<file path="src/rtl/core/lvlb_pkg.sv">
`timescale 1ns / 1ps

package lvlb_pkg;

    // field widths fixed by the item formats
    localparam int SITE_W   = 5;
    localparam int VERTEX_W = 12;
    localparam int CFG_W    = 6;
    localparam int POS_KEEP = VERTEX_W - 2;

    localparam logic [CFG_W-1:0] SITES_RESET = 6'd32;

    // one operator-string position
    typedef struct packed {
        logic              has_operator;
        logic [SITE_W-1:0] site_one;
        logic [SITE_W-1:0] site_two;
        logic              final_position;
    } op_item_t;

    // one link pair
    typedef struct packed {
        logic [VERTEX_W-1:0] vertex_a;
        logic [VERTEX_W-1:0] vertex_b;
        logic                run_end;
    } link_item_t;

    // sequencer states
    typedef enum logic [2:0] {
        ST_IDLE,
        ST_LEG1,
        ST_LEG2,
        ST_SCAN,
        ST_CLOSE,
        ST_FLUSH
    } ctrl_state_t;

    // controller to datapath
    typedef struct packed {
        logic accept;
        logic leg1;
        logic leg2;
        logic scan_read;
        logic scan_step;
        logic close_emit;
        logic clear_seen;
        logic flush;
    } lvlb_cmd_t;

    // datapath to controller
    typedef struct packed {
        logic in_has_op;
        logic in_fin;
        logic item_fin;
        logic need1;
        logic need2;
        logic pend_valid;
        logic push_ok;
        logic scan_done;
        logic scan_seen;
    } lvlb_status_t;

endpackage

</file>
<file path="src/rtl/core/lvlb_ctrl.sv">
`timescale 1ns / 1ps

module lvlb_ctrl (
    input  logic                  clk,
    input  logic                  rst_n,
    input  logic                  op_valid,
    output logic                  op_ready,
    input  lvlb_pkg::lvlb_status_t st,
    output lvlb_pkg::lvlb_cmd_t    cmd
);
    import lvlb_pkg::*;

    ctrl_state_t state_reg;
    ctrl_state_t state_next;

    // state register
    always_ff @(posedge clk or negedge rst_n)
    begin
        if (!rst_n)
        begin
            state_reg <= ST_IDLE;
        end
        else
        begin
            state_reg <= state_next;
        end
    end

    // next state and commands
    always_comb
    begin
        state_next = state_reg;
        cmd        = '0;
        op_ready   = 1'b0;
        case (state_reg)
            ST_IDLE:
            begin
                op_ready = 1'b1;
                if (op_valid)
                begin
                    cmd.accept = 1'b1;
                    if (st.in_has_op)
                    begin
                        state_next = ST_LEG1;
                    end
                    else if (st.in_fin)
                    begin
                        state_next = ST_SCAN;
                    end
                end
            end
            ST_LEG1:
            begin
                // hold while a new link has nowhere to go
                if (!(st.need1 && st.pend_valid && !st.push_ok))
                begin
                    cmd.leg1   = 1'b1;
                    state_next = ST_LEG2;
                end
            end
            ST_LEG2:
            begin
                if (!(st.need2 && st.pend_valid && !st.push_ok))
                begin
                    cmd.leg2   = 1'b1;
                    state_next = st.item_fin ? ST_SCAN : ST_FLUSH;
                end
            end
            ST_SCAN:
            begin
                // walk sites, step past unseen ones without a read
                if (st.scan_done)
                begin
                    cmd.clear_seen = 1'b1;
                    state_next     = ST_FLUSH;
                end
                else if (st.scan_seen)
                begin
                    cmd.scan_read = 1'b1;
                    state_next    = ST_CLOSE;
                end
                else
                begin
                    cmd.scan_step = 1'b1;
                end
            end
            ST_CLOSE:
            begin
                if (!(st.pend_valid && !st.push_ok))
                begin
                    cmd.close_emit = 1'b1;
                    cmd.scan_step  = 1'b1;
                    state_next     = ST_SCAN;
                end
            end
            ST_FLUSH:
            begin
                // last held link goes out marked as run end
                if (!st.pend_valid)
                begin
                    state_next = ST_IDLE;
                end
                else if (st.push_ok)
                begin
                    cmd.flush  = 1'b1;
                    state_next = ST_IDLE;
                end
            end
            default:
            begin
                state_next = ST_IDLE;
            end
        endcase
    end

`ifndef SYNTHESIS
    // second leg only follows the first leg
    assert property (@(posedge clk) disable iff (!rst_n)
        (state_reg == ST_LEG2 && $past(state_reg) != ST_LEG2)
        |-> $past(state_reg) == ST_LEG1)
        else $error("leg2 entered without leg1");

    // closing pair only for a seen site inside the range
    assert property (@(posedge clk) disable iff (!rst_n)
        (state_reg == ST_CLOSE && $past(state_reg) != ST_CLOSE)
        |-> ($past(st.scan_seen) && !$past(st.scan_done)))
        else $error("close step without a seen site");

    // scan leaves only when the range is done
    assert property (@(posedge clk) disable iff (!rst_n)
        (state_reg == ST_FLUSH && $past(state_reg) == ST_SCAN)
        |-> $past(st.scan_done))
        else $error("scan left early");
`endif

endmodule

</file>
<file path="src/rtl/core/lvlb_datapath.sv">
`timescale 1ns / 1ps

module lvlb_datapath #(
    parameter int MAX_LEN   = 1024,
    parameter int NUM_SITES = 32
) (
    input  logic                  clk,
    input  logic                  rst_n,
    input  lvlb_pkg::lvlb_cmd_t    cmd,
    output lvlb_pkg::lvlb_status_t st,
    input  lvlb_pkg::op_item_t     op_data,
    input  logic                  cfg_valid,
    input  logic [lvlb_pkg::CFG_W-1:0] cfg_data,
    input  logic                  link_ready,
    output logic                  link_valid,
    output lvlb_pkg::link_item_t   link_data
);
    import lvlb_pkg::*;

    localparam int SW  = (NUM_SITES > 1) ? $clog2(NUM_SITES) : 1;
    localparam int PCW = (MAX_LEN > 1) ? $clog2(MAX_LEN) : 1;
    localparam logic [CFG_W-1:0] SITES_MAX = CFG_W'(NUM_SITES);
    localparam logic [PCW-1:0]   POS_LAST  = PCW'(MAX_LEN - 1);

    // configuration and string position
    logic [CFG_W-1:0]    sites_reg;
    logic [PCW-1:0]      pos_reg;
    logic [PCW-1:0]      pos_next;
    logic [NUM_SITES-1:0] seen_reg;

    // captured item
    logic                fin_reg;
    logic [CFG_W-1:0]    s1_reg;
    logic [CFG_W-1:0]    s2_reg;
    logic                ok1_reg;
    logic                ok2_reg;
    logic                seen1_reg;
    logic                seen2_reg;
    logic [POS_KEEP-1:0] base_reg;

    // memory read data
    logic [VERTEX_W-1:0] rd_a_reg;
    logic [VERTEX_W-1:0] rd_b_reg;
    logic [VERTEX_W-1:0] rd_first_reg;

    // held link and output stage
    logic [VERTEX_W-1:0] pend_a_reg;
    logic [VERTEX_W-1:0] pend_b_reg;
    logic                pend_valid_reg;
    link_item_t          out_reg;
    logic                out_valid_reg;
    logic [CFG_W-1:0]    scan_reg;

    // per-site leg memories
    logic [VERTEX_W-1:0] first_mem  [NUM_SITES];
    logic [VERTEX_W-1:0] latest_mem [NUM_SITES];

    logic [CFG_W-1:0]    in_s1;
    logic [CFG_W-1:0]    in_s2;
    logic                in_ok1;
    logic                in_ok2;
    logic [PCW+VERTEX_W-1:0] pos_wide;
    logic [CFG_W-1:0]    lim;
    logic                need1;
    logic                need2;
    logic                push_ok;
    logic                produce;
    logic                push;
    logic [VERTEX_W-1:0] new_a;
    logic [VERTEX_W-1:0] new_b;
    logic                latest_we;
    logic [SW-1:0]       latest_waddr;
    logic [VERTEX_W-1:0] latest_wdata;
    logic                first_we;
    logic [SW-1:0]       first_waddr;
    logic [VERTEX_W-1:0] first_wdata;
    logic [SW-1:0]       scan_idx;

    // incoming sites and range check
    assign in_s1    = {1'b0, op_data.site_one};
    assign in_s2    = {1'b0, op_data.site_two};
    assign in_ok1   = in_s1 < SITES_MAX;
    assign in_ok2   = in_s2 < SITES_MAX;
    assign pos_wide = {{VERTEX_W{1'b0}}, pos_reg};
    assign lim      = (sites_reg > SITES_MAX) ? SITES_MAX : sites_reg;
    assign scan_idx = scan_reg[SW-1:0];

    assign need1   = ok1_reg && seen1_reg;
    assign need2   = ok2_reg && seen2_reg;
    assign push_ok = !out_valid_reg || link_ready;

    // status to the controller
    always_comb
    begin
        st.in_has_op  = op_data.has_operator;
        st.in_fin     = op_data.final_position;
        st.item_fin   = fin_reg;
        st.need1      = need1;
        st.need2      = need2;
        st.pend_valid = pend_valid_reg;
        st.push_ok    = push_ok;
        st.scan_done  = scan_reg >= lim;
        st.scan_seen  = seen_reg[scan_idx];
    end

    // position wraps, a final item restarts the string
    always_comb
    begin
        if (op_data.final_position || pos_reg == POS_LAST)
        begin
            pos_next = '0;
        end
        else
        begin
            pos_next = pos_reg + 1'b1;
        end
    end

    // leg writes, one site per cycle
    always_comb
    begin
        latest_we    = (cmd.leg1 && ok1_reg) || (cmd.leg2 && ok2_reg);
        latest_waddr = cmd.leg1 ? s1_reg[SW-1:0] : s2_reg[SW-1:0];
        latest_wdata = cmd.leg1 ? {base_reg, 2'b01} : {base_reg, 2'b11};
        first_we     = (cmd.leg1 && ok1_reg && !seen1_reg)
                    || (cmd.leg2 && ok2_reg && !seen2_reg);
        first_waddr  = cmd.leg1 ? s1_reg[SW-1:0] : s2_reg[SW-1:0];
        first_wdata  = cmd.leg1 ? {base_reg, 2'b00} : {base_reg, 2'b10};
    end

    // new link selection
    always_comb
    begin
        produce = (cmd.leg1 && need1) || (cmd.leg2 && need2) || cmd.close_emit;
        push    = (produce && pend_valid_reg) || cmd.flush;
        if (cmd.leg1)
        begin
            new_a = rd_a_reg;
            new_b = {base_reg, 2'b00};
        end
        else if (cmd.leg2)
        begin
            new_a = rd_b_reg;
            new_b = {base_reg, 2'b10};
        end
        else
        begin
            new_a = rd_a_reg;
            new_b = rd_first_reg;
        end
    end

    // leg memories
    always_ff @(posedge clk)
    begin
        if (latest_we)
        begin
            latest_mem[latest_waddr] <= latest_wdata;
        end
        if (first_we)
        begin
            first_mem[first_waddr] <= first_wdata;
        end
        if (cmd.accept)
        begin
            rd_a_reg <= latest_mem[in_s1[SW-1:0]];
            rd_b_reg <= latest_mem[in_s2[SW-1:0]];
        end
        else if (cmd.scan_read)
        begin
            rd_a_reg <= latest_mem[scan_idx];
        end
        if (cmd.scan_read)
        begin
            rd_first_reg <= first_mem[scan_idx];
        end
    end

    // captured item and held link payload
    always_ff @(posedge clk)
    begin
        if (cmd.accept)
        begin
            fin_reg   <= op_data.final_position;
            s1_reg    <= in_s1;
            s2_reg    <= in_s2;
            ok1_reg   <= in_ok1;
            ok2_reg   <= in_ok2;
            seen1_reg <= in_ok1 && seen_reg[in_s1[SW-1:0]];
            seen2_reg <= in_ok2 && seen_reg[in_s2[SW-1:0]];
            base_reg  <= pos_wide[POS_KEEP-1:0];
        end
        if (produce)
        begin
            pend_a_reg <= new_a;
            pend_b_reg <= new_b;
        end
        if (push)
        begin
            out_reg.vertex_a <= pend_a_reg;
            out_reg.vertex_b <= pend_b_reg;
            out_reg.run_end  <= cmd.flush;
        end
    end

    // control state
    always_ff @(posedge clk or negedge rst_n)
    begin
        if (!rst_n)
        begin
            sites_reg      <= SITES_RESET;
            pos_reg        <= '0;
            seen_reg       <= '0;
            pend_valid_reg <= 1'b0;
            out_valid_reg  <= 1'b0;
            scan_reg       <= '0;
        end
        else
        begin
            if (cfg_valid)
            begin
                sites_reg <= cfg_data;
            end
            if (cmd.accept)
            begin
                pos_reg <= pos_next;
            end
            if (cmd.clear_seen)
            begin
                seen_reg <= '0;
            end
            else if (cmd.leg1 && ok1_reg)
            begin
                seen_reg[s1_reg[SW-1:0]] <= 1'b1;
            end
            else if (cmd.leg2 && ok2_reg)
            begin
                seen_reg[s2_reg[SW-1:0]] <= 1'b1;
            end
            if (produce)
            begin
                pend_valid_reg <= 1'b1;
            end
            else if (cmd.flush)
            begin
                pend_valid_reg <= 1'b0;
            end
            if (push)
            begin
                out_valid_reg <= 1'b1;
            end
            else if (link_ready)
            begin
                out_valid_reg <= 1'b0;
            end
            if (cmd.accept)
            begin
                scan_reg <= '0;
            end
            else if (cmd.scan_step)
            begin
                scan_reg <= scan_reg + 1'b1;
            end
        end
    end

    assign link_valid = out_valid_reg;
    assign link_data  = out_reg;

`ifndef SYNTHESIS
    // a push never overwrites a link still waiting
    assert property (@(posedge clk) disable iff (!rst_n)
        push |-> push_ok)
        else $error("output overwritten");

    // every produced link is held for the next push
    assert property (@(posedge clk) disable iff (!rst_n)
        produce |=> pend_valid_reg)
        else $error("produced link lost");

    // closing a string leaves no site seen
    assert property (@(posedge clk) disable iff (!rst_n)
        cmd.clear_seen |=> (seen_reg == '0))
        else $error("seen flags not cleared");
`endif

endmodule

</file>
<file path="src/rtl/core/linked_vertex_list_builder_top.sv">
`timescale 1ns / 1ps
// channel | signals                          | direction
// op      | op_valid, op_ready, op_data      | position items in
// link    | link_valid, link_ready, link_data| link pair items out
// cfg     | cfg_valid, cfg_ready, cfg_data   | sites_in_use write
//
// an identity position is just accepted, an operator one runs accept,
// one leg step per site (single write port of the leg memories), then flush
// a final position also walks the sites in range, with a read and a closing pair
// for each seen site, then ends the walk and flushes
// rst_n clears position, seen flags and sites_in_use (to 32), not the memories
// a full link output holds the sequencer whenever a held link has to move on:
// at either leg step, at a closing pair or at the flush step

module linked_vertex_list_builder_top #(
    parameter int MAX_LEN   = 1024,
    parameter int NUM_SITES = 32
) (
    input  logic                       clk,
    input  logic                       rst_n,
    input  logic                       op_valid,
    output logic                       op_ready,
    input  lvlb_pkg::op_item_t          op_data,
    output logic                       link_valid,
    input  logic                       link_ready,
    output lvlb_pkg::link_item_t        link_data,
    input  logic                       cfg_valid,
    output logic                       cfg_ready,
    input  logic [lvlb_pkg::CFG_W-1:0] cfg_data
);
    import lvlb_pkg::*;

    lvlb_cmd_t    cmd;
    lvlb_status_t st;

    // register writes are always taken
    assign cfg_ready = 1'b1;

    // sequencer
    lvlb_ctrl u_ctrl (
        .clk      (clk),
        .rst_n    (rst_n),
        .op_valid (op_valid),
        .op_ready (op_ready),
        .st       (st),
        .cmd      (cmd)
    );

    // leg memories and link path
    lvlb_datapath #(
        .MAX_LEN   (MAX_LEN),
        .NUM_SITES (NUM_SITES)
    ) u_datapath (
        .clk        (clk),
        .rst_n      (rst_n),
        .cmd        (cmd),
        .st         (st),
        .op_data    (op_data),
        .cfg_valid  (cfg_valid),
        .cfg_data   (cfg_data),
        .link_ready (link_ready),
        .link_valid (link_valid),
        .link_data  (link_data)
    );

endmodule
</file>
<file path="config.mk">
export PLATFORM = sky130hd
export DESIGN_NAME = linked_vertex_list_builder_top
export DESIGN_NICKNAME = d
export VERILOG_FILES = /design/src/rtl/core/lvlb_pkg.sv /design/src/rtl/core/lvlb_ctrl.sv /design/src/rtl/core/lvlb_datapath.sv /design/src/rtl/core/linked_vertex_list_builder_top.sv
export SDC_FILE = /design/constraint.sdc
export NUM_CORES = 1
export LEC_CHECK = 0
export ABC_AREA = 1
export BUFFER_PORTS_ARGS = -buffer_cell sky130_fd_sc_hd__buf_4
export CORE_AREA = 2 2 350 352
export CTS_BUF_LIST = sky130_fd_sc_hd__clkbuf_2 sky130_fd_sc_hd__clkbuf_4 sky130_fd_sc_hd__clkbuf_8
export CTS_CLUSTER_SIZE = 24
export DETAILED_ROUTE_END_ITERATION = 16
export DIE_AREA = 0 0 352 354
export PLACE_DENSITY_LB_ADDON = 0.1
export SLEW_MARGIN = 0
export SYNTH_ARGS = -nofsm -noshare
export SYNTH_HDL_FRONTEND = slang
export SYNTH_SLANG_ARGS = --single-unit
</file>
<file path="constraint.sdc">
create_clock -name clk -period 9.9 [get_ports clk]
set_clock_uncertainty 0.2 [all_clocks]
set_input_delay 2.475 -clock clk [delete_from_list [all_inputs] [get_ports clk]]
set_output_delay 2.475 -clock clk [all_outputs]
set_load 0.005 [all_outputs]
</file>
# --- After elaboration in Yosys (flattened, before gate mapping) ---
# Memory sizes are Yosys's and may differ from the RTL's. A register that Yosys moved wholly into a read port is not among the register bits.
# Index checks and enable logic that the tools add are counted.
totals:
  mem_bits_rw: 768
  memories: 2
  elab_cells: 155
  output_inout_bits: 28
  register_bits: 145
  input_bits: 23
op_classes:
  eq_ne: 13
  order_cmp: 11
  reduce_logical: 37
  bitwise: 2
  n_mux: 65
  addsub: 2
memory_table:
  columns: ["name", "words", "word_bits", "rd", "rd_clocked_by_memory_dff", "wr", "line", "source"]
  rows:
  - ["u_datapath.first_mem", 32, 12, 1, 1, 1, "lvlb_datapath.sv:55", "logic [VERTEX_W-1:0] first_mem [NUM_SITES];"]
  - ["u_datapath.latest_mem", 32, 12, 3, 1, 1, "lvlb_datapath.sv:56", "logic [VERTEX_W-1:0] latest_mem [NUM_SITES];"]
op_table:
  columns: ["cell", "count"]
  rows:
  - ["$mux W32", 3]
  - ["$mux W12", 6]
  - ["$or A32 B32 Y32", 2]
  - ["$lt A5 B6 Y1 const B", 7]
  - ["$mux W3", 11]
  - ["$mux W1", 29]
  - ["$logic_and A1 B1 Y1", 18]
  - ["$mux W6", 3]
  - ["$pmux W3 S6", 1]
  - ["$bmux W1 S5", 3]
  - ["$add A10 B1 Y10 const B", 1]
  - ["$demux W1 S5", 2]
  - ["$eq A10 B10 Y1 const B", 1]
  - ["$ge A5 B1 Y1 const B", 2]
  - ["$mux W10", 1]
  - ["$ne A3 B3 Y1 const B", 3]
  - ["$mux W2", 4]
  - ["$ne A2 B2 Y1 const B", 4]
  - ["$reduce_bool A2 Y1", 4]
  - ["$logic_or A1 B1 Y1", 7]
  - ["$reduce_and A7 Y1", 1]
  - ["$add A6 B1 Y6 const B", 1]
  - ["$eq A3 B2 Y1 const B", 2]
  - ["$eq A3 B3 Y1 const B", 2]
  - ["9 further kinds", 12]

# --- Logic depth before layout (Yosys ltp) ---
# Gate-level depths: netlist of the first run.
logic_depth:
  depth_word: 12
  mapped_depth: 15
  ltp_nobuf: 14

# --- Cells and area by module ---
# A second synthesis of the first run with hierarchy kept.
unflattened:
  cells_unflattened: 4666
  area_unflattened_um2: 43110.1
modules_own_cells:
  columns: ["mod", "area_each_um2", "seq_area_each_um2", "cells_per_inst", "instances"]
  rows:
  - ["lvlb_datapath", 42721.0, 25575.8, 4601, 1]
  - ["lvlb_ctrl", 377.9, 75.1, 63, 1]
  - ["linked_vertex_list_builder_top", 11.3, 0.0, 2, 1]

# --- Worst setup path after synthesis of the first run ---
# OpenSTA, ideal clock, no wires.
synth_path:
  kind: "input-to-reg"
  start: "input port link_ready"
  end: "memory u_datapath.first_mem[11][10] (enable)"
  setup_time_ns: 0.378
  arrival_time_ns: 4.440
  cell_stages: 9
  required_time_ns: 9.322
  setup_slack_ns: 4.882
  path_buffers: 2
  path_cell_list: "inv_1 -> nand2_1 -> nor2_4 -> nand2_2 -> nand2_2 -> buf_2 -> buf_2 -> o21ai_0 -> nor2_1"
synth_via:
  elab_chain_cells: 10
  elab_cells_between_ends: 16
  classes_between: "mux: 7; reduce/logical: 9"
synth_rtl:
  columns: ["item", "line", "source"]
  rows:
  - ["start: declaration", "linked_vertex_list_builder_top.sv:25", "input logic link_ready,"]
  - ["$logic_or A1 B1 Y1 (*)", "lvlb_datapath.sv:90", "assign push_ok = !out_valid_reg || link_ready;"]
  - ["$logic_not A1 Y1 (*)", "lvlb_ctrl.sv:55, lvlb_ctrl.sv:63", null]
  - ["$logic_and A1 B1 Y1 (on tied branches)", "lvlb_ctrl.sv:55, lvlb_ctrl.sv:63", null]
  - ["$mux W1 (on tied branches)", "lvlb_ctrl.sv:55, lvlb_ctrl.sv:63", null]
  - ["$mux W1", "lvlb_ctrl.sv:35", "case (state_reg)"]
  - ["$logic_and A1 B1 Y1 (on tied branches) (2 in series)", "lvlb_datapath.sv:125, lvlb_datapath.sv:126", null]
  - ["$logic_or A1 B1 Y1", "lvlb_datapath.sv:126", "|| (cmd.leg2 && ok2_reg && !seen2_reg);"]
  - ["$mux W1", "lvlb_datapath.sv:160", "if (first_we)"]
  - ["$mux W1 (not written as such)", "lvlb_datapath.sv:162", "first_mem[first_waddr] <= first_wdata;"]
  - ["end: declaration", "lvlb_datapath.sv:55", null]
# Every way passes the cells marked *; elsewhere a longest branch is shown, timed or not.

# --- Worst setup path after layout of the first run ---
layout_path:
  start: "input port link_ready"
  end: "memory u_datapath.latest_mem[28][2] (enable)"
layout_via:
  elab_chain_cells: 9
  elab_cells_between_ends: 14
  classes_between: "mux: 7; reduce/logical: 7"
layout_rtl:
  columns: ["item", "line", "source"]
  rows:
  - ["$logic_or A1 B1 Y1 (*)", "lvlb_datapath.sv:90", null]
  - ["$logic_not A1 Y1 (*)", "lvlb_ctrl.sv:55, lvlb_ctrl.sv:63", null]
  - ["$logic_and A1 B1 Y1 (on tied branches)", "lvlb_ctrl.sv:55, lvlb_ctrl.sv:63", null]
  - ["$mux W1 (on tied branches)", "lvlb_ctrl.sv:55, lvlb_ctrl.sv:63", null]
  - ["$mux W1", "lvlb_ctrl.sv:35", null]
  - ["$logic_and A1 B1 Y1", "lvlb_datapath.sv:122", "latest_we = (cmd.leg1 && ok1_reg) || (cmd.leg2 && ok2_reg);"]
  - ["$logic_or A1 B1 Y1", "lvlb_datapath.sv:122", null]
  - ["$mux W1", "lvlb_datapath.sv:156", "if (latest_we)"]
  - ["$mux W1 (not written as such)", "lvlb_datapath.sv:158", "latest_mem[latest_waddr] <= latest_wdata;"]
  - ["end: declaration", "lvlb_datapath.sv:56", null]
# Marks and branches as above.

==> flow_summary_export.csv, run 1 <==
group,metric,value,unit
pwr,p_sw_share,39.4,%
grt,grt_pass1_vias,32200,
drt,first_pass_iters,6,
layout,areaGrowthSynthToFinish,11.4,%
logic_synthesis,synth_cells,4301,
logic_synthesis,ys.flop_type,"edfxtp_1",
timing,post-route-period-util,55.4,%
timing,finalCriticalPeriod,5490,ps
grt,grt_overflow_total,0,
placed_design,port-buffer-count,47,
worst_setup_path,end_kind,"register",
logic_synthesis,synth.avg_cell_area,9.75,um^2
timing,worst_pin_slew,1340,ps
floorplanning,dieArea,125000,um^2
timing,slew_headroom,10.3,%
logic_synthesis,ys_seq_area_share,61.1,%
timing,fmaxAchievable,182,MHz
logic_synthesis,synth_edf_count,805,
worst_setup_path,crit_fanout,83,
worst_setup_path,r2r-end,"u_datapath.rd_first_reg[5]",
logic_synthesis,synth-seq-cells,864,
drt,drc,0,
placed_design,place.gp.congestion,0.845,
grt,grt_usage,25.0,%
worst_setup_path,critPathLaunch,"link_ready",
hold_path,hp-class,"reg -> reg",
worst_setup_path,worst-setup-path-type,"in -> reg",
layout,fin_cells,6017,
drt,via_per_inst,5.70,
grt,grt_pass1_wl,230000,um
drt,ant_nets,0,
clocking,cts.htree.levels,4,
worst_setup_path,startpoint_type,"primary input",
clocking,cts_setup_buffers,0,
timing,fin_hold_ws,219,ps
worst_setup_path,crit_path_end,"u_datapath.latest_mem[28][2]",
clocking,path_clk_slew,60,ps
timing,setup_viol_count_final,0,
timing,rsz0062_at_grt,"no",
outcome,status,"completed",
job,drv_cap,0,
floorplanning,core,121000,um^2
drt,avgRoutedWirePerCell,26.6,um
pwr,leakage,16.1,nW
pwr,p_sw,5.26,mW
clocking,cts_resized,0,
pwr,power_density,285,nW/um^2
logic_synthesis,yosysWarnings,0,
logic_synthesis,synth-async-reset-ratio,6.83,%
clocking,clkSinkCount,864,
placed_design,hpwl,96800,um
logic_synthesis,synth_area,42000,um^2
worst_setup_path,slowest_stage,"nor2_1",
worst_setup_path,r2r_slack,5720,ps
worst_setup_path,path_cells,"buf_4 > inv_1 > nand2_1 > nor2_4 > nand2_2 > nand2_4 > buf_4 > o21ai_0 > nor2_1",
clocking,cts_hold_buf,0,
floorplanning,dieHeight,354,um
worst_setup_path,crit_arrival,5730,ps
worst_setup_path,required,10150,ps
clocking,cts_buffer_depth,3,
drt,vias,34300,
pwr,combPwrFrac,32.0,%
clocking,clock_latency,850,ps
floorplanning,rows,128,
pwr,pwr-share-seq,41.7,%
worst_setup_path,critical_path.most_common_cell,"buf_4",
timing,slew_violations,0,
worst_setup_path,r2r-start,"u_datapath.scan_reg[0]",
worst_setup_path,max_stage_delay,1000,ps
pwr,p_clk_share,26.3,%
clocking,cts_tree,"built",
floorplanning,ios,51,
pwr,internal_power,8.09,mW
layout,drive_above_1_share,9.84,%
worst_setup_path,reg2reg_depth,9,
floorplanning,start_util,34.7,%
layout,nets,4289,
grt,antenna_found_initial,3,
floorplanning,die_x,352,um
placed_design,dpl.cell_count,5725,
clocking,cts-root-buf,"clkbuf_8",
timing,finalSetupTns,0,ps
logic_synthesis,ys_types,45,
grt,grt_max_degree,161,
timing,finalHoldViolCount,0,
drt,wl,160000,um
clocking,cts_buffers,156,
pwr,peakVddDrop,0.000139,V
drt,drt_iter0_drc,4492,
layout,utilization,38.7,%
-- kinds of logic after synthesis --
kind of cell               count (synthesis)  share of synthesized area, %
AOI/OAI and AO/OA                       1410                          18.7
DFF                                      864                          61.1
other                                      2                        0.0179
adders and majority gates                  8                         0.239
and+or+nand+nor                         1485                          14.4
muxes                                      1                        0.0268
xor gates and xnor gates                   5                         0.104
buffers and inverters                    526                          5.36
-- synthesized netlist by cell type, types with 6 or more instances --
| library cell | number | share of area, % |
|---|---|---|
| o221ai_1 | 93 | 1.9 |
| ha_1 | 8 | 0.24 |
| buf_2 | 104 | 1.2 |
| edfxtp_1 | 805 | 58 |
| inv_2 | 12 | 0.11 |
| nor2_1 | 768 | 6.9 |
| nor3_1 | 9 | 0.11 |
| nand3_1 | 233 | 2.8 |
| clkbuf_1 | 177 | 1.6 |
| nand2_1 | 423 | 3.8 |
| o22ai_1 | 87 | 1.3 |
| a21oi_1 | 215 | 2.6 |
| o21ai_1 | 92 | 1.1 |
| dfrtp_1 | 58 | 3.5 |
| nand4_1 | 35 | 0.52 |
| nand2_2 | 6 | 0.089 |
| buf_1 | 19 | 0.17 |
| o211ai_1 | 114 | 2.0 |
| inv_1 | 175 | 1.6 |
| o21ai_0 | 787 | 9.4 |
| buf_4 | 28 | 0.50 |
| a31oi_1 | 6 | 0.089 |
-- worst max-delay path: cells and delay by family --
| kind | cells | cell delay (ps) |
|---|---|---|
| buffers and inverters | 3 | 930 |
| AOI/OAI and AO/OA | 1 | 280 |
| and+or+nand+nor | 5 | 1940 |
-- layout make-up --
cell class | count | area (um^2)
sequential | 864 | 25700
clock inverter | 86 | 637
inverter | 191 | 742
timing repair buffer | 133 | 1040
tap | 1625 | 2030
clock buffer | 205 | 2560
multi-input combinational | 2912 | 14100
fill | 11900 | 74200
antenna | 1 | 2.50
-- worst min-delay path by stage --
| stage | cells past startpoint | start | to | slack (ps) |
|---|---|---|---|---|
| floorplan | 0 | u_datapath.pend_b_reg[9] | u_datapath.link_data[10] | 200 |
| global placement | 0 | u_datapath.pend_a_reg[10] | u_datapath.link_data[23] | 200 |
| detailed placement | 0 | u_datapath.pend_b_reg[5] | u_datapath.link_data[6] | 200 |
| CTS | 0 | u_datapath.pend_a_reg[7] | u_datapath.link_data[20] | 220 |
| global route | 0 | u_datapath.pend_a_reg[9] | u_datapath.link_data[22] | 230 |
| finish | 0 | u_datapath.pend_a_reg[7] | u_datapath.link_data[20] | 220 |
-- cell usage in the layout (no fill, tap or decap), types with 4 or more instances in the layout --
cell and instances:
a31oi_1 6, ha_1 8, clkinvlp_4 4, inv_6 9, nand4_1 35, inv_2 11, clkinv_2 31, nand2_1 423
o21ai_0 786, o221ai_1 93, o211ai_1 114, o31ai_1 4, o21ai_1 93, nand3_1 233, inv_1 168, buf_4 128
xor2_1 4, nand2_2 5, nor2_1 762, a21oi_1 215, clkbuf_4 42, nor3_1 9, o22ai_1 87, nor2_2 8
edfxtp_1 805, clkbuf_8 163, clkinv_1 42, dfrtp_1 55, bufinv_16 8, o21a_1 5
-- power by group through the flow --
stage / combinational (mW) / sequential, mW / clock [mW]
final: 4.27 / 5.57 / 3.51
after global routing: 4.66 / 5.64 / 3.73
after CTS: 4.27 / 5.56 / 3.59
after detailed placement: 4.27 / 5.62 / 0
after global placement: 4.27 / 5.64 / 0
after floorplan: 2.48 / 5.53 / 0
-- routing by layer --
metal | vias up | global-route usage [%] | wire, um
li1 | 15400 | - | -
met1 | 16900 | 34.4 | 69200
met2 | 1565 | 39.0 | 72700
met3 | 349 | 3.80 | 11000
met4 | 0 | 11.4 | 6920
met5 | - | 0 | 0
-- through the flow --
step                total power [mW]  setup slack (ps)  cell area (um^2)
floorplan                       8.01              4880             42000
global placement                9.91              3620             43600
detailed placement              9.89              3540             43600
CTS                             13.4              4460             46700
global route                    14.0              4200             46800
finish                          13.3              4410             46800
Note: power is estimated with default switching activity, not from simulation.
==> run 2: changes to the inputs <==
- ABC_AREA: 1 -> 0
- CORE_AREA: 2 2 350 352 -> 2 2 340 342
- DIE_AREA: 0 0 352 354 -> 0 0 342 344
- clock period: 9.9 -> 5.1 ns (I/O delays scaled with it)
==> run 2 against run 1 <==
Effect of this change: via count fell by 39%; clock-buffer cell count rose by 1; global-route usage fell by 4.6 points; largest power group unchanged; highest routed layer is now met5.
==> flow_summary_export.csv, run 2 <==
group,metric,value,unit
outcome,status,"completed",
layout,nets,2094,
logic_synthesis,synth_mux_area_share,28.6,%
worst_setup_path,startpoint_type,"register",
hold_path,whs_endpoint,"u_datapath.link_data[23]",
drt,ant_nets,0,
pwr,leakage,14.3,nW
logic_synthesis,synth_top_family_by_area,"multiplexers",
grt,grt_pass1_vias,21400,
layout,nFillCells,10200,
logic_synthesis,yosysWarnings,0,
floorplanning,rows,124,
timing,worst_pin_slew,1290,ps
logic_synthesis,synth_edf_count,805,
pwr,peakVddDrop,0.000378,V
hold_path,min_from,"u_datapath.pend_a_reg[10]",
floorplanning,dieArea,118000,um^2
clocking,cts_tree,"built",
grt,grt_usage,20.4,%
drt,drt_iter0_drc,2155,
logic_synthesis,synth.avg_cell_area,21.0,um^2
timing,finalHoldViolCount,0,
clocking,cts_resized,0,
drt,first_pass_iters,5,
timing,slew_violations,0,
floorplanning,dieHeight,344,um
clocking,cts_buffer_depth,3,
worst_setup_path,reg2reg_depth,8,
timing,setup_viol_count_final,0,
clocking,cts.htree.levels,4,
timing,finalSetupTns,0,ps
timing,finalCriticalPeriod,4080,ps
hold_path,hp-class,"reg -> reg",
grt,grt_overflow_total,0,
worst_setup_path,r2r-end,"u_datapath.rd_first_reg[1]",
layout,fin_cells,3696,
placed_design,place.gp.congestion,0.810,
placed_design,hpwl,71700,um
layout,drive_above_1_share,43.7,%
clocking,cts_setup_buffers,0,
clocking,cts_hold_buf,0,
timing,rsz0062_at_grt,"no",
logic_synthesis,synth_area_leader_cell,"edfxtp_1",
logic_synthesis,yosys.area_share.adder,0.253,%
logic_synthesis,synth_top_area_share,61.2,%
clocking,clkSinkCount,864,
layout,most-common-layout-cells,"edfxtp_1, mux4_2, clkbuf_8",
drt,avgRoutedWirePerCell,32.0,um
drt,via_per_inst,5.65,
pwr,power_density,478,nW/um^2
clocking,cts_buffers,155,
timing,fin_hold_ws,216,ps
layout,areaGrowthSynthToFinish,14.6,%
floorplanning,start_util,34.7,%
hold_path,hold_path_depth,0,
worst_setup_path,r2r-start,"u_datapath.scan_reg[0]",
timing,slew_headroom,14.0,%
clocking,cts-root-buf,"clkbuf_8",
logic_synthesis,synth-seq-cells,864,
grt,antenna_found_initial,12,
layout,mostFrequentLayoutCell,"edfxtp_1",
logic_synthesis,synth_cells,1886,
logic_synthesis,synthTopCellsByCount,"edfxtp_1, mux4_2, nor2_1",
worst_setup_path,crit_fanout,29,
logic_synthesis,synthSimpleGateAreaFrac,2.37,%
timing,post-route-period-util,80.0,%
clocking,clock_latency,870,ps
floorplanning,die_x,342,um
clocking,path_clk_slew,60,ps
drt,drc,0,
logic_synthesis,synth_xor_xnor_area_share,0,%
worst_setup_path,required,5350,ps
worst_setup_path,r2r_slack,1020,ps
logic_synthesis,yosys-top-cells-area,"edfxtp_1, mux4_2, dfrtp_1",
placed_design,port-buffer-count,47,
timing,fmaxAchievable,245,MHz
logic_synthesis,ys.flop_type,"edfxtp_1",
drt,wl,118000,um
logic_synthesis,synth_most_common_cell,"edfxtp_1",
grt,grt_pass1_wl,167000,um
floorplanning,core,114000,um^2
placed_design,dpl.cell_count,3416,
worst_setup_path,worst-setup-path-type,"reg -> reg",
logic_synthesis,synth_area,39500,um^2
job,drv_cap,0,
floorplanning,ios,51,
worst_setup_path,end_kind,"register",
logic_synthesis,synth-async-reset-ratio,6.83,%
worst_setup_path,crit_arrival,4330,ps
grt,grt_max_degree,66,
logic_synthesis,ys_types,56,
drt,vias,20900,
logic_synthesis,ys_seq_area_share,64.9,%
logic_synthesis,synth_compound_area_share,2.15,%
-- run 2: cell count changes in the layout (fill, tap and decap cells not counted), moves of 31 or more --
cell,delta
inv_1,-159
nor2_1,-698
mux2_2,+51
nand2_1,-385
mux4_2,+464
o21ai_1,-89
o21ai_0,-761
a21oi_1,-195
o211ai_1,-112
o22ai_1,-85
o221ai_1,-93
nand3_1,-222
nand4_1,-31
-- run 2: worst max-delay path by stage --
stage,startpoint,cells after the start,end,slack [ps]
after floorplan,link_ready,9,u_datapath.latest_mem[20][10],1180
after global placement,link_ready,9,u_datapath.latest_mem[24][5],710
after detailed placement,link_ready,8,u_datapath.first_mem[11][5],670
after CTS,u_datapath.scan_reg[0],8,u_datapath.rd_first_reg[1],890
after global routing,u_datapath.scan_reg[0],8,u_datapath.rd_first_reg[1],720
final,u_datapath.scan_reg[0],8,u_datapath.rd_first_reg[1],1020
-- run 2: cell type report --
type | count | area [um^2] | share of cell area [%]
clock buffer | 206 | 2530 | 5.60
multi-input combinational | 876 | 13300 | 29.3
tap | 1512 | 1890 | 4.18
timing repair buffer | 155 | 1350 | 2.98
sequential | 864 | 25700 | 56.7
inverter | 11 | 43.8 | 0.0967
clock inverter | 68 | 517 | 1.14
antenna | 4 | 10.0 | 0.0221
-- run 2: kinds of logic after synthesis --
family / count (synthesis)
DFF: 864
muxes: 544
and+or+nand+nor: 198
buffers and inverters: 147
AOI/OAI and AO/OA: 123
adders and majority gates: 8
other: 2
-- run 2: worst max-delay path, stage by stage, from the launching register on --
cell and delay (ps):
dfrtp_4 850, inv_1 510, ha_1 410, nand2b_1 140, a21o_1 170, a21o_1 210
a21oi_1 220, inv_1 80, nor2_1 850
-- run 2: through the flow --
step           util (%)  worst slack [ps]  area (um^2)  power (mW)
2_1_floorplan         -              1180        39500        13.1
3_3_place_gp       37.0               710        42200        15.3
3_5_place_dp       37.0               665        42200        15.3
4_1_cts            39.7               891        45200        21.9
5_1_grt            39.8               719        45300        22.6
6_report           39.8              1020        45300        21.6
-- run 2: power by group --
group | internal [mW] | total (mW) | switching (mW)
combinational | 2.69 | 5.76 | 3.06
clock | 3.48 | 6.51 | 3.03
sequential | 8.75 | 9.37 | 0.620
-- run 2: per-layer routing --
metal  vias up  global-route usage (%)  share of wire (%)
met3       147                    4.94                7.9
met1     11400                    30.9                 46
li1       8529                       -                  -
met2       806                    29.7                 45
met5         -                       0              0.025
met4         4                    4.71                1.6
